==> src/rtl/core/pkf_pkg.sv <==
// Shared types, codes and colour/code mapping functions for the packed pixel frame store.
// No dependencies; imported by pkf_locate and packed_pixel_framebuffer.
package pkf_pkg;

   localparam int SIDE_W     = 11;
   localparam int PROD_W     = 22;
   localparam int IDX_W      = 21;
   localparam int BITS_W     = 24;
   localparam int CSR_IDX_W  = 2;
   localparam int CSR_DATA_W = 11;

   localparam logic [CSR_IDX_W-1:0] CSR_MODE   = 2'd0;
   localparam logic [CSR_IDX_W-1:0] CSR_WIDTH  = 2'd1;
   localparam logic [CSR_IDX_W-1:0] CSR_HEIGHT = 2'd2;

   localparam logic [2:0] COL_BLACK  = 3'd0;
   localparam logic [2:0] COL_WHITE  = 3'd1;
   localparam logic [2:0] COL_LGRAY  = 3'd2;
   localparam logic [2:0] COL_DGRAY  = 3'd3;
   localparam logic [2:0] COL_RED    = 3'd4;
   localparam logic [2:0] COL_YELLOW = 3'd5;
   localparam logic [2:0] COL_BLUE   = 3'd6;
   localparam logic [2:0] COL_GREEN  = 3'd7;

   typedef enum logic [1:0] {
      MODE_MONO = 2'd0,
      MODE_GRAY = 2'd1,
      MODE_SIX  = 2'd2,
      MODE_NONE = 2'd3
   } mode_type;

   typedef enum logic [1:0] {
      CMD_WRITE = 2'd0,
      CMD_READ  = 2'd1,
      CMD_CLEAR = 2'd2,
      CMD_NOP   = 2'd3
   } cmd_type;

   typedef enum logic [2:0] {
      ST_IDLE,
      ST_ADDR,
      ST_ACCESS,
      ST_SECOND,
      ST_FILL,
      ST_MERGE_RD,
      ST_MERGE_WR,
      ST_DONE
   } state_type;

   typedef struct packed {
      cmd_type    cmd;
      logic [9:0] pix_x;
      logic [9:0] pix_y;
      logic [2:0] colour_in;
   } req_type;

   typedef struct packed {
      logic [2:0] colour_out;
      logic       in_range;
   } rsp_type;

   // Where a pixel sits: sh is the field's lsb within {byte, next byte}
   typedef struct packed {
      logic             in_range;
      logic             access;
      logic             straddle;
      logic [3:0]       sh;
      logic [2:0]       fmask;
      logic [2:0]       code;
      logic [IDX_W-1:0] idx;
   } loc_type;

   function automatic logic [1:0] gray_code(input logic [2:0] colour);
      logic [1:0] c;
      case (colour)
         COL_BLACK: c = 2'd0;
         COL_DGRAY: c = 2'd1;
         COL_LGRAY: c = 2'd2;
         default:   c = 2'd3;
      endcase
      return c;
   endfunction

   function automatic logic [2:0] six_code(input logic [2:0] colour);
      logic [2:0] c;
      case (colour)
         COL_WHITE:  c = 3'd1;
         COL_RED:    c = 3'd2;
         COL_YELLOW: c = 3'd3;
         COL_BLUE:   c = 3'd4;
         COL_GREEN:  c = 3'd5;
         default:    c = 3'd0;
      endcase
      return c;
   endfunction

   function automatic logic [2:0] colour_code(input mode_type mode, input logic [2:0] colour);
      logic [2:0] c;
      case (mode)
         MODE_MONO: c = {2'b00, colour == COL_WHITE};
         MODE_GRAY: c = {1'b0, gray_code(colour)};
         MODE_SIX:  c = six_code(colour);
         default:   c = 3'd0;
      endcase
      return c;
   endfunction

   function automatic logic [2:0] decode_field(input mode_type mode, input logic [2:0] f);
      logic [2:0] c;
      c = COL_BLACK;
      case (mode)
         MODE_MONO: c = f[0] ? COL_WHITE : COL_BLACK;
         MODE_GRAY: begin
            case (f[1:0])
               2'd0:    c = COL_BLACK;
               2'd1:    c = COL_DGRAY;
               2'd2:    c = COL_LGRAY;
               default: c = COL_WHITE;
            endcase
         end
         MODE_SIX: begin
            case (f)
               3'd1:    c = COL_WHITE;
               3'd2:    c = COL_RED;
               3'd3:    c = COL_YELLOW;
               3'd4:    c = COL_BLUE;
               3'd5:    c = COL_GREEN;
               default: c = COL_BLACK;
            endcase
         end
         default: c = COL_WHITE;
      endcase
      return c;
   endfunction

   // Three-byte repeating fill for a clear; mono fills white for any non-black colour
   function automatic logic [23:0] clear_pattern(input mode_type mode, input logic [2:0] colour);
      logic [23:0] p;
      case (mode)
         MODE_MONO: p = (colour != COL_BLACK) ? 24'hFFFFFF : 24'h000000;
         MODE_GRAY: p = {12{gray_code(colour)}};
         MODE_SIX:  p = {8{six_code(colour)}};
         default:   p = 24'h000000;
      endcase
      return p;
   endfunction

   function automatic logic [7:0] pattern_byte(input logic [23:0] pat, input logic [1:0] ph);
      logic [7:0] b;
      case (ph)
         2'd0:    b = pat[23:16];
         2'd1:    b = pat[15:8];
         default: b = pat[7:0];
      endcase
      return b;
   endfunction

endpackage

==> src/rtl/core/pkf_locate.sv <==
// Pixel locator: byte index, field position, code and range check for one pixel.
// Depends on pkf_pkg; fed from the registered item and row product.
module pkf_locate
   import pkf_pkg::*;
#(
   parameter int STORE_BYTES = 131072
) (
   input  req_type           item,
   input  logic [PROD_W-1:0] prod,
   input  mode_type          mode,
   input  logic [SIDE_W-1:0] w_eff,
   input  logic [SIDE_W-1:0] h_eff,
   output loc_type           loc
);

   logic              inframe;
   logic              fits;
   logic [PROD_W-1:0] lin;
   logic [BITS_W-1:0] bitpos;

   assign inframe = ({1'b0, item.pix_x} < w_eff) && ({1'b0, item.pix_y} < h_eff);
   assign lin     = prod + PROD_W'(item.pix_x);
   assign bitpos  = BITS_W'({lin, 1'b0}) + BITS_W'(lin);

   always_comb begin
      loc.straddle = 1'b0;
      loc.fmask    = 3'b000;
      loc.sh       = 4'd0;
      loc.idx      = '0;
      fits         = 1'b1;
      unique case (mode)
         MODE_MONO: begin
            loc.idx   = IDX_W'(prod) + IDX_W'(item.pix_x[9:3]);
            loc.sh    = 4'd15 - {1'b0, item.pix_x[2:0]};
            loc.fmask = 3'b001;
            fits      = 32'(loc.idx) < STORE_BYTES;
         end
         MODE_GRAY: begin
            loc.idx   = IDX_W'(prod) + IDX_W'(item.pix_x[9:2]);
            loc.sh    = 4'd14 - {1'b0, item.pix_x[1:0], 1'b0};
            loc.fmask = 3'b011;
            fits      = 32'(loc.idx) < STORE_BYTES;
         end
         MODE_SIX: begin
            loc.idx      = bitpos[BITS_W-1:3];
            loc.sh       = 4'd13 - {1'b0, bitpos[2:0]};
            loc.fmask    = 3'b111;
            loc.straddle = bitpos[2:0] > 3'd5;
            fits         = loc.straddle ? (32'(loc.idx) < STORE_BYTES - 1)
                                        : (32'(loc.idx) < STORE_BYTES);
         end
         default: fits = 1'b1;
      endcase
      loc.code     = colour_code(mode, item.colour_in);
      loc.in_range = inframe && fits;
      loc.access   = inframe && fits && (mode != MODE_NONE);
   end

endmodule

==> config.mk <==
export PLATFORM = sky130hd
export DESIGN_NAME = pkf_locate
export DESIGN_NICKNAME = d
export VERILOG_FILES = /design/src/rtl/core/pkf_pkg.sv /design/src/rtl/core/pkf_locate.sv
export SDC_FILE = /design/constraint.sdc
export NUM_CORES = 1
export LEC_CHECK = 0
export BUFFER_PORTS_ARGS = -buffer_cell sky130_fd_sc_hd__clkbuf_2
export CELL_PAD_IN_SITES_DETAIL_PLACEMENT = 0
export CELL_PAD_IN_SITES_GLOBAL_PLACEMENT = 1
export CORE_ASPECT_RATIO = 0.9
export CORE_MARGIN = 3
export CORE_UTILIZATION = 36
export DETAILED_ROUTE_END_ITERATION = 10
export PLACE_DENSITY_LB_ADDON = 0.1
export SYNTH_ARGS = -nofsm -noshare
export SYNTH_HDL_FRONTEND = slang
export SYNTH_SLANG_ARGS = --single-unit
==> constraint.sdc <==
create_clock -name vclk -period 4.7
set_clock_uncertainty 0.1 [all_clocks]
set_input_delay 0.47 -clock vclk [all_inputs]
set_output_delay 0.47 -clock vclk [all_outputs]
set_load 0.005 [all_outputs]
=== Word level (Yosys, flattened, before mapping) ===
Index checks and enable logic that the tools add are counted.

* Add/sub/neg operators: 7
* Order comparisons: 7
* Equal/unequal tests: 10
* Multiplexer cells: 8
* Reductions and logical operators: 5

{| class="wikitable"
|+ Operator list
! kind !! count
|-
| 21-bit by 18-bit less-than comparator with 1-bit output, second input constant || 3
|-
| 21-bit one-hot mux with 3 select lines || 1
|-
| 23-bit by 22-bit adder with 24-bit output || 1
|-
| 22-bit by 10-bit adder with 22-bit output || 1
|-
| 10-bit by 11-bit less-than comparator with 1-bit output || 2
|-
| 21-bit by 7-bit adder with 21-bit output || 1
|-
| 21-bit by 8-bit adder with 21-bit output || 1
|-
| 21-bit by 17-bit less-than comparator with 1-bit output, second input constant || 1
|-
| 7-bit one-hot mux with 3 select lines || 1
|-
| 3-bit one-hot mux with 5 select lines || 1
|-
| 3-bit == test, second input constant || 4
|-
| 4-bit by 3-bit subtractor with 4-bit output, first input constant || 3
|-
| 3-bit one-hot mux with 3 select lines || 1
|-
| 3-bit by 2-bit == test with 1-bit output, second input constant || 2
|-
| 2-bit one-hot mux with 3 select lines || 1
|-
| 3-bit by 1-bit == test with 1-bit output, second input constant || 1
|-
| 3-bit > comparator, second input constant || 1
|-
| 1-bit logical AND || 3
|-
| 3-bit logical NOT || 1
|-
| 1-bit one-hot mux with 3 select lines || 1
|-
| 2-bit by 1-bit == test with 1-bit output, second input constant || 1
|-
| 2-bit == test, second input constant || 1
|-
| 2-bit logical NOT || 1
|-
| 1-bit two-way mux || 2
|-
| 2-bit inequality test, second input constant || 1
|}

* Register bits: 0
* Input port bits: 71
* Word-level logic and storage cells: 37

=== Longest topological paths before layout ===
Gate-level depths: netlist of run 1.

* Depth after elaboration: 7
* Depth in mapped cells: 19
* Depth with buffers taken out: 18

=== Worst setup path before layout of run 1 ===
No wires, ideal clock.

* Path type: in2out
* From: in item[13] (netlist bit)
* To: out loc[33] (netlist bit)
* Arrival time: 4.279 ns
* Required time: 4.130 ns
* Path slack: -0.149 ns
* Stages: 18
* Cell sequence: ha_1 -> fa_1 -> a21o_1 -> nand4_1 -> and2_1 -> o21bai_1 -> nand2_1 -> xnor2_1 -> ha_1 -> a21o_1 -> a211oi_1 -> nor3_1 -> a31o_1 -> or4b_1 -> nor4_1 -> nand4_1 -> o221ai_2 -> a21oi_1

{| class="wikitable"
|+ RTL lines
! item !! line !! source
|-
| start: declaration || pkf_locate.sv:8 || <nowiki>input req_type item,</nowiki>
|-
| end: declaration || pkf_locate.sv:13 || <nowiki>output loc_type loc</nowiki>
|}

==> summary.md, run 1 <==
| Metric | Value |
|---|---|
| Hold path cells | `4` |
| Switch share | `50.2%` |
| Vias in the first global route | `5302` |
| Final worst slack | `-0.282 ns` |
| Avg Synthesized Cell Area | `6.91 sq um` |
| Max Fclk | `201 MHz` |
| Power per cell area | `226 mW/mm^2` |
| Area added between synthesis and finish | `60.5%` |
| First-pass GRT wire length | `26200 um` |
| Die width | `121 um` |
| Most common cell in the netlist | `ha_1` |
| Internal power | `0.770 mW` |
| Final wirelength | `16900 um` |
| Worst setup SP type | `input port` |
| Utilization after layout | `59.6%` |
| Setup Viol. Count Final | `6` |
| DR iter-0 viols | `433` |
| Post-Syn Instances | `617` |
| # diodes | `0` |
| # DRC | `0` |
| Yosys top cell area share | `22.0%` |
| Die area | `0.0132 sq mm` |
| Tot GR Track Use | `24.1%` |
| Placed cells | `992` |
| Max-slew headroom | `27.6%` |
| Cell taking the most area after synthesis | `ha_1` |
| Register area share after synthesis | `0%` |
| Highest net fanout along the worst path | `5` |
| Slew @ Worst Pin | `1.08 ns` |
| FF+latch count | `0` |
| Crit path kind | `in -> out` |
| Total power | `1.55 mW` |
| Flop pwr share | `0%` |
| Peak VDD IR | `0.103 mV` |
| Area contributors post-synth | `ha_1 22%, a21oi_1 7.6%, xnor2_1 7.2%, nand2_1 4.8%, a21o_1 4.0%` |
| Die Y | `109 um` |
| Failing checks | `setup timing` |
| Final Hold Violating Endpoints | `0` |
| Largest net degree at the start of global routing | `29` |
| Drt first pass iters | `5` |
| Fin crit share | `106%` |
| Clk pwr share | `0%` |
| Minimum clock period after layout | `4.98 ns` |
| I/O pins | `105` |
| Hold/Removal Path Class | `in -> out` |
| Wirelength per Cell | `16.7 um` |
| # Max-Cap Violations | `0` |
| Mapped Nets | `767` |
| CP arrival | `4.41 ns` |
| Drt via density | `5.56` |
| Synth unique cells | `70` |
| Post-DP HPWL | `13400 um` |
| Core region area | `0.0115 sq mm` |
| CLK BUF | `0` |
| Combinational fraction of design power | `100.0%` |
| Final Slew Violations | `0` |
| Outcome | `complete, but fails checks` |
| Sw Pwr | `0.776 mW` |
| Via count | `5596` |
| Post-route insts no fill | `1007` |
| Final Net Count | `1003` |
| Num rows | `37` |
| Synth top cells by count | `75 x ha_1, 65 x a21oi_1, 54 x nand2_1` |
| Remaining global-route overflow | `0` |
| Post-Syn Area | `0.00427 sq mm` |
| Synthesis warning total | `0` |
| RSZ-0062 raised after global routing | `yes` |
| Initial antenna violation count | `0` |
| Critical Path RT | `4.13 ns` |
| Crit end category | `output port` |
| Buffers on Ports | `103` |
| Placer congestion estimate | `0.925` |
| Final setup TNS | `-0.884 ns` |
| FF/Latch Area | `0 sq um` |
| Leak Pwr | `3.27 nW` |
| ANT nets after route | `0` |
| Initial Util | `37.2%` |
| Fraction of layout cells with a size suffix above 1 | `43.4%` |
kinds of logic after synthesis:
logic type / synth area share (%)
buffers and inverters: 6.69
AO/OA/AOI/OAI: 33.5
AND/OR/NAND/NOR: 25.1
adder cells (fa/ha/maj): 23.9
XOR/XNOR: 10.6
multiplexers: 0.235
critical path, stage by stage:
cell,delay [ns]
buf_8,0.10
ha_4,0.15
fa_2,0.34
a21o_1,0.18
nand4_1,0.13
nand2_1,0.08
a21o_1,0.17
a21oi_2,0.18
xnor2_2,0.18
ha_4,0.28
a21oi_2,0.17
o21ai_2,0.10
a221oi_2,0.36
a21oi_2,0.13
buf_4,0.15
o21a_1,0.19
or3_4,0.40
nand4_1,0.12
o221ai_2,0.17
a211oi_2,0.22
clkbuf_2,0.14
layout by cell type, fill, tap and decap left out, types with 4 or more instances in the layout:
master and n:
a211oi_2 8, a21o_1 23, a21oi_1 49, a21oi_2 17
a221oi_1 4, a222oi_1 9, a22o_1 6, a22oi_1 8
and2_1 6, and3_1 7, buf_2 9, buf_4 146
buf_6 20, buf_8 4, clkbuf_2 82, ha_1 61
ha_4 14, inv_1 44, nand2_1 47, nand2_2 6
nand2b_1 8, nand3_1 13, nand4_1 13, nor2_1 43
nor2b_1 5, nor3_1 7, nor3b_1 4, nor4_1 5
o211ai_1 6, o21a_1 6, o21ai_0 12, o21ai_1 7
o21ai_2 4, o21bai_1 7, xnor2_1 26, xnor2_2 9
xor2_1 12, xor2_2 4
final cells by class:
cell class                      instances  area [sq um]
Multi-Input combinational cell        545          4640
Fill cell                            1093          4640
Inverter                               45           169
Tap cell                              156           195
Timing Repair Buffer                  261          1840
stage by stage:
stage	hold slack, ns	instance area [sq um]	setup WS [ns]
floorplan	0.936	4280	0.0240
global placement	1.15	5950	-0.469
detailed placement	1.17	5950	-0.569
CTS	1.17	6370	-0.244
global route	1.21	6850	-0.454
finish	1.17	6850	-0.282
what timing repair did:
action | 4_1_cts | 5_1_grt
pin swaps | 24 | 67
resized for setup | 69 | 106
setup endpoints to repair | 13 | 15
hold buffers | 0 | 0
buffers inserted | 5 | 15
power by group through the flow:
| stage | Combinational [mW] | Sequential (mW) | Clock (mW) |
|---|---|---|---|
| after floorplan | 0.697 | 0 | 0 |
| after global placement | 1.26 | 0 | 0 |
| after detailed placement | 1.28 | 0 | 0 |
| after CTS | 1.39 | 0 | 0 |
| after global routing | 1.67 | 0 | 0 |
| final | 1.55 | 0 | 0 |
layer usage:
metal | GRT usage (%) | routed length [um] | share of wire, % | vias up
met3 | 1.50 | 1020 | 6.0 | 16
met4 | 1.70 | 165 | 0.98 | 0
met2 | 40.8 | 7740 | 46 | 198
met1 | 35.1 | 7940 | 47 | 2614
met5 | 0 | 0 | 0 | -
li1 | - | - | - | 2768
final timing paths:
path | start | slack [ns] | end
min | item[2] | 1.17 | loc[21]
max | prod[0] | -0.28 | loc[32]
Power figures use the tool's default switching activity.
==> inputs of run 2 (changes only) <==
--- a/config.mk
+++ b/config.mk
@@ -12,7 +12,7 @@
 export CORE_MARGIN = 3
 export CORE_UTILIZATION = 36
 export DETAILED_ROUTE_END_ITERATION = 10
-export PLACE_DENSITY_LB_ADDON = 0.1
+export PLACE_DENSITY_LB_ADDON = 0.08
 export SYNTH_ARGS = -nofsm -noshare
 export SYNTH_HDL_FRONTEND = slang
 export SYNTH_SLANG_ARGS = --single-unit
==> run 2 against run 1 <==
Effect of this change: the flow still finishes with violations (setup timing); global-route usage down 0.34 points; critical path depth grew 1; total power up 2.3%; worst setup slack lost 0.043 ns; combinational power is essentially flat; worst hold slack worse by 0.0013 ns; critical endpoint unchanged.
==> summary.md, run 2 (same netlist as run 1, synthesis figures left out) <==
| Metric | Value |
|---|---|
| Outcome | `complete, but fails checks` |
| Failing checks | `setup timing` |
| Final Hold Violating Endpoints | `0` |
| Crit end category | `output port` |
| Wirelength per Cell | `16.4 um` |
| Drt via density | `5.49` |
| Highest net fanout along the worst path | `5` |
| FF+latch count | `0` |
| # diodes | `0` |
| Hold/Removal Path Class | `in -> out` |
| # Max-Cap Violations | `0` |
| Most frequent cells in the layout | `160 x buf_4, 86 x clkbuf_2, 57 x ha_1` |
| Die Y | `109 um` |
| Vias in the first global route | `5217` |
| Area added between synthesis and finish | `62.1%` |
| CTS Hold Bufs | `0` |
| CP max stage delay | `0.54 ns` |
| DR iter-0 viols | `446` |
| Post-DP HPWL | `13100 um` |
| FF/Latch Area | `0 sq um` |
| CP most frequent cell | `buf_4` |
| Power per cell area | `229 mW/mm^2` |
| Final wirelength | `16600 um` |
| Worst hold path endpoint | `loc[21]` |
| Utilization after layout | `60.2%` |
| Core region area | `0.0115 sq mm` |
| Slew @ Worst Pin | `0.794 ns` |
| Crit path kind | `in -> out` |
| Peak VDD IR | `0.0932 mV` |
| Buffers on Ports | `103` |
| First-pass GRT wire length | `25800 um` |
| Fillers | `1061` |
| I/O pins | `105` |
| Fraction of layout cells with a size suffix above 1 | `43.9%` |
| Worst setup SP type | `input port` |
| Final worst slack | `-0.325 ns` |
| RSZ-0062 raised after global routing | `yes` |
| Largest net degree at the start of global routing | `32` |
| Remaining global-route overflow | `0` |
| Final setup TNS | `-0.892 ns` |
| Via count | `5562` |
| Setup Viol. Count Final | `7` |
| Leak Pwr | `3.30 nW` |
| Crit path max-delay family | `simple AND/OR/NAND/NOR gates` |
| Num rows | `37` |
| Initial Util | `37.2%` |
| Slowest stage cell, crit path | `or4b_4` |
| CLK BUF | `0` |
| Minimum clock period after layout | `5.03 ns` |
| Hold_sp | `item[2]` |
| Die area | `0.0132 sq mm` |
| Max-slew headroom | `47.0%` |
| Final Slew Violations | `0` |
| Critical Path RT | `4.13 ns` |
| CP arrival | `4.46 ns` |
| Worst setup path start | `prod[1]` |
| Final Net Count | `1009` |
| Fin crit share | `107%` |
| Tot GR Track Use | `23.8%` |
| ANT nets after route | `0` |
| Initial antenna violation count | `0` |
| Hold path cells | `4` |
| Most common cell after layout, fill and taps aside | `buf_4` |
| Placer congestion estimate | `0.988` |
| Max Fclk | `199 MHz` |
| Drt first pass iters | `6` |
| # DRC | `0` |
| Crit path buf inv count | `6` |
| Die width | `121 um` |
| Cell chain of the critical path | `clkbuf_2 > ha_4 > a211oi_2 > buf_4 > nor4_4 > nor2_2 > a21oi_2 > buf_4 > buf_4 > nand2_1 > xnor2_1 > buf_4 > ha_4 > a211oi_2 > nor3_1 > a31o_1 > or4b_4 > nor4_4 > nand4_1 > o221ai_4 > a211oi_2 > buf_2` |
==> run 2: cell types whose count changed in the layout (fill, tap and decap cells not counted), moves of 3 or more <==
| cell | previous run | this run |
|---|---|---|
| xnor2_4 | 0 | 3 |
| clkbuf_2 | 82 | 86 |
| buf_6 | 20 | 10 |
| ha_1 | 61 | 57 |
| ha_4 | 14 | 17 |
| o21ai_1 | 7 | 3 |
| xnor2_1 | 26 | 23 |
| nand2_1 | 47 | 51 |
| nand2_2 | 6 | 2 |
| buf_4 | 146 | 160 |
| o21ai_0 | 12 | 15 |
==> run 2: power breakdown <==
part	leakage [nW]	switching [mW]	internal [mW]
logic	3.30	0.773	0.809
clock network	0	0	0
registers	0	0	0
total	3.30	0.773	0.809
==> run 2: metal layers <==
layer,vias to the layer above,wire length [um],global-route usage (%)
met5,-,0,0
met4,0,218,3.40
met3,18,1210,2.23
met2,178,7360,38.7
met1,2585,7830,34.7
li1,2781,-,-
==> run 2: cell type report <==
class              instances  area [sq um]  share of cell area [%]
inverters                 45           169                    2.44
well taps                156           195                    2.82
multi-input cells        545          4710                    68.1
repair buffers           267          1840                    26.6
==> run 2: timing repair <==
action	in CTS	in global routing
buffers inserted	13	13
endpoints found under the setup margin	13	16
pin swaps	26	58
gates cloned	0	0
resized for setup	57	100
==> run 2: tightest hold or removal path, stage by stage <==
cell and delay [ns]:
clkbuf_2 0.11, nand2_1 0.06, a21oi_1 0.05, clkbuf_2 0.11
==> run 2: per-stage QoR <==
| step | power (mW) | std cells | cell area (sq um) | hold slack, ns | setup WS, ns |
|---|---|---|---|---|---|
| after global placement | 1.28 | 993 | 5950 | 1.15 | -0.661 |
| final | 1.58 | 1013 | 6910 | 1.17 | -0.325 |
| after CTS | 1.41 | 1005 | 6380 | 1.17 | -0.307 |
| after global routing | 1.72 | 1013 | 6910 | 1.20 | -0.485 |
| after floorplan | 0.697 | 617 | 4280 | 0.936 | 0.0240 |
| after detailed placement | 1.29 | 993 | 5950 | 1.17 | -0.640 |
==> run 2: worst max path at each step <==
stage               to  depth (start not counted)
6_report       loc[32]                         22
5_1_grt        loc[32]                         19
4_1_cts        loc[33]                         19
3_5_place_dp   loc[32]                         21
3_3_place_gp   loc[32]                         20
2_1_floorplan  loc[32]                         18
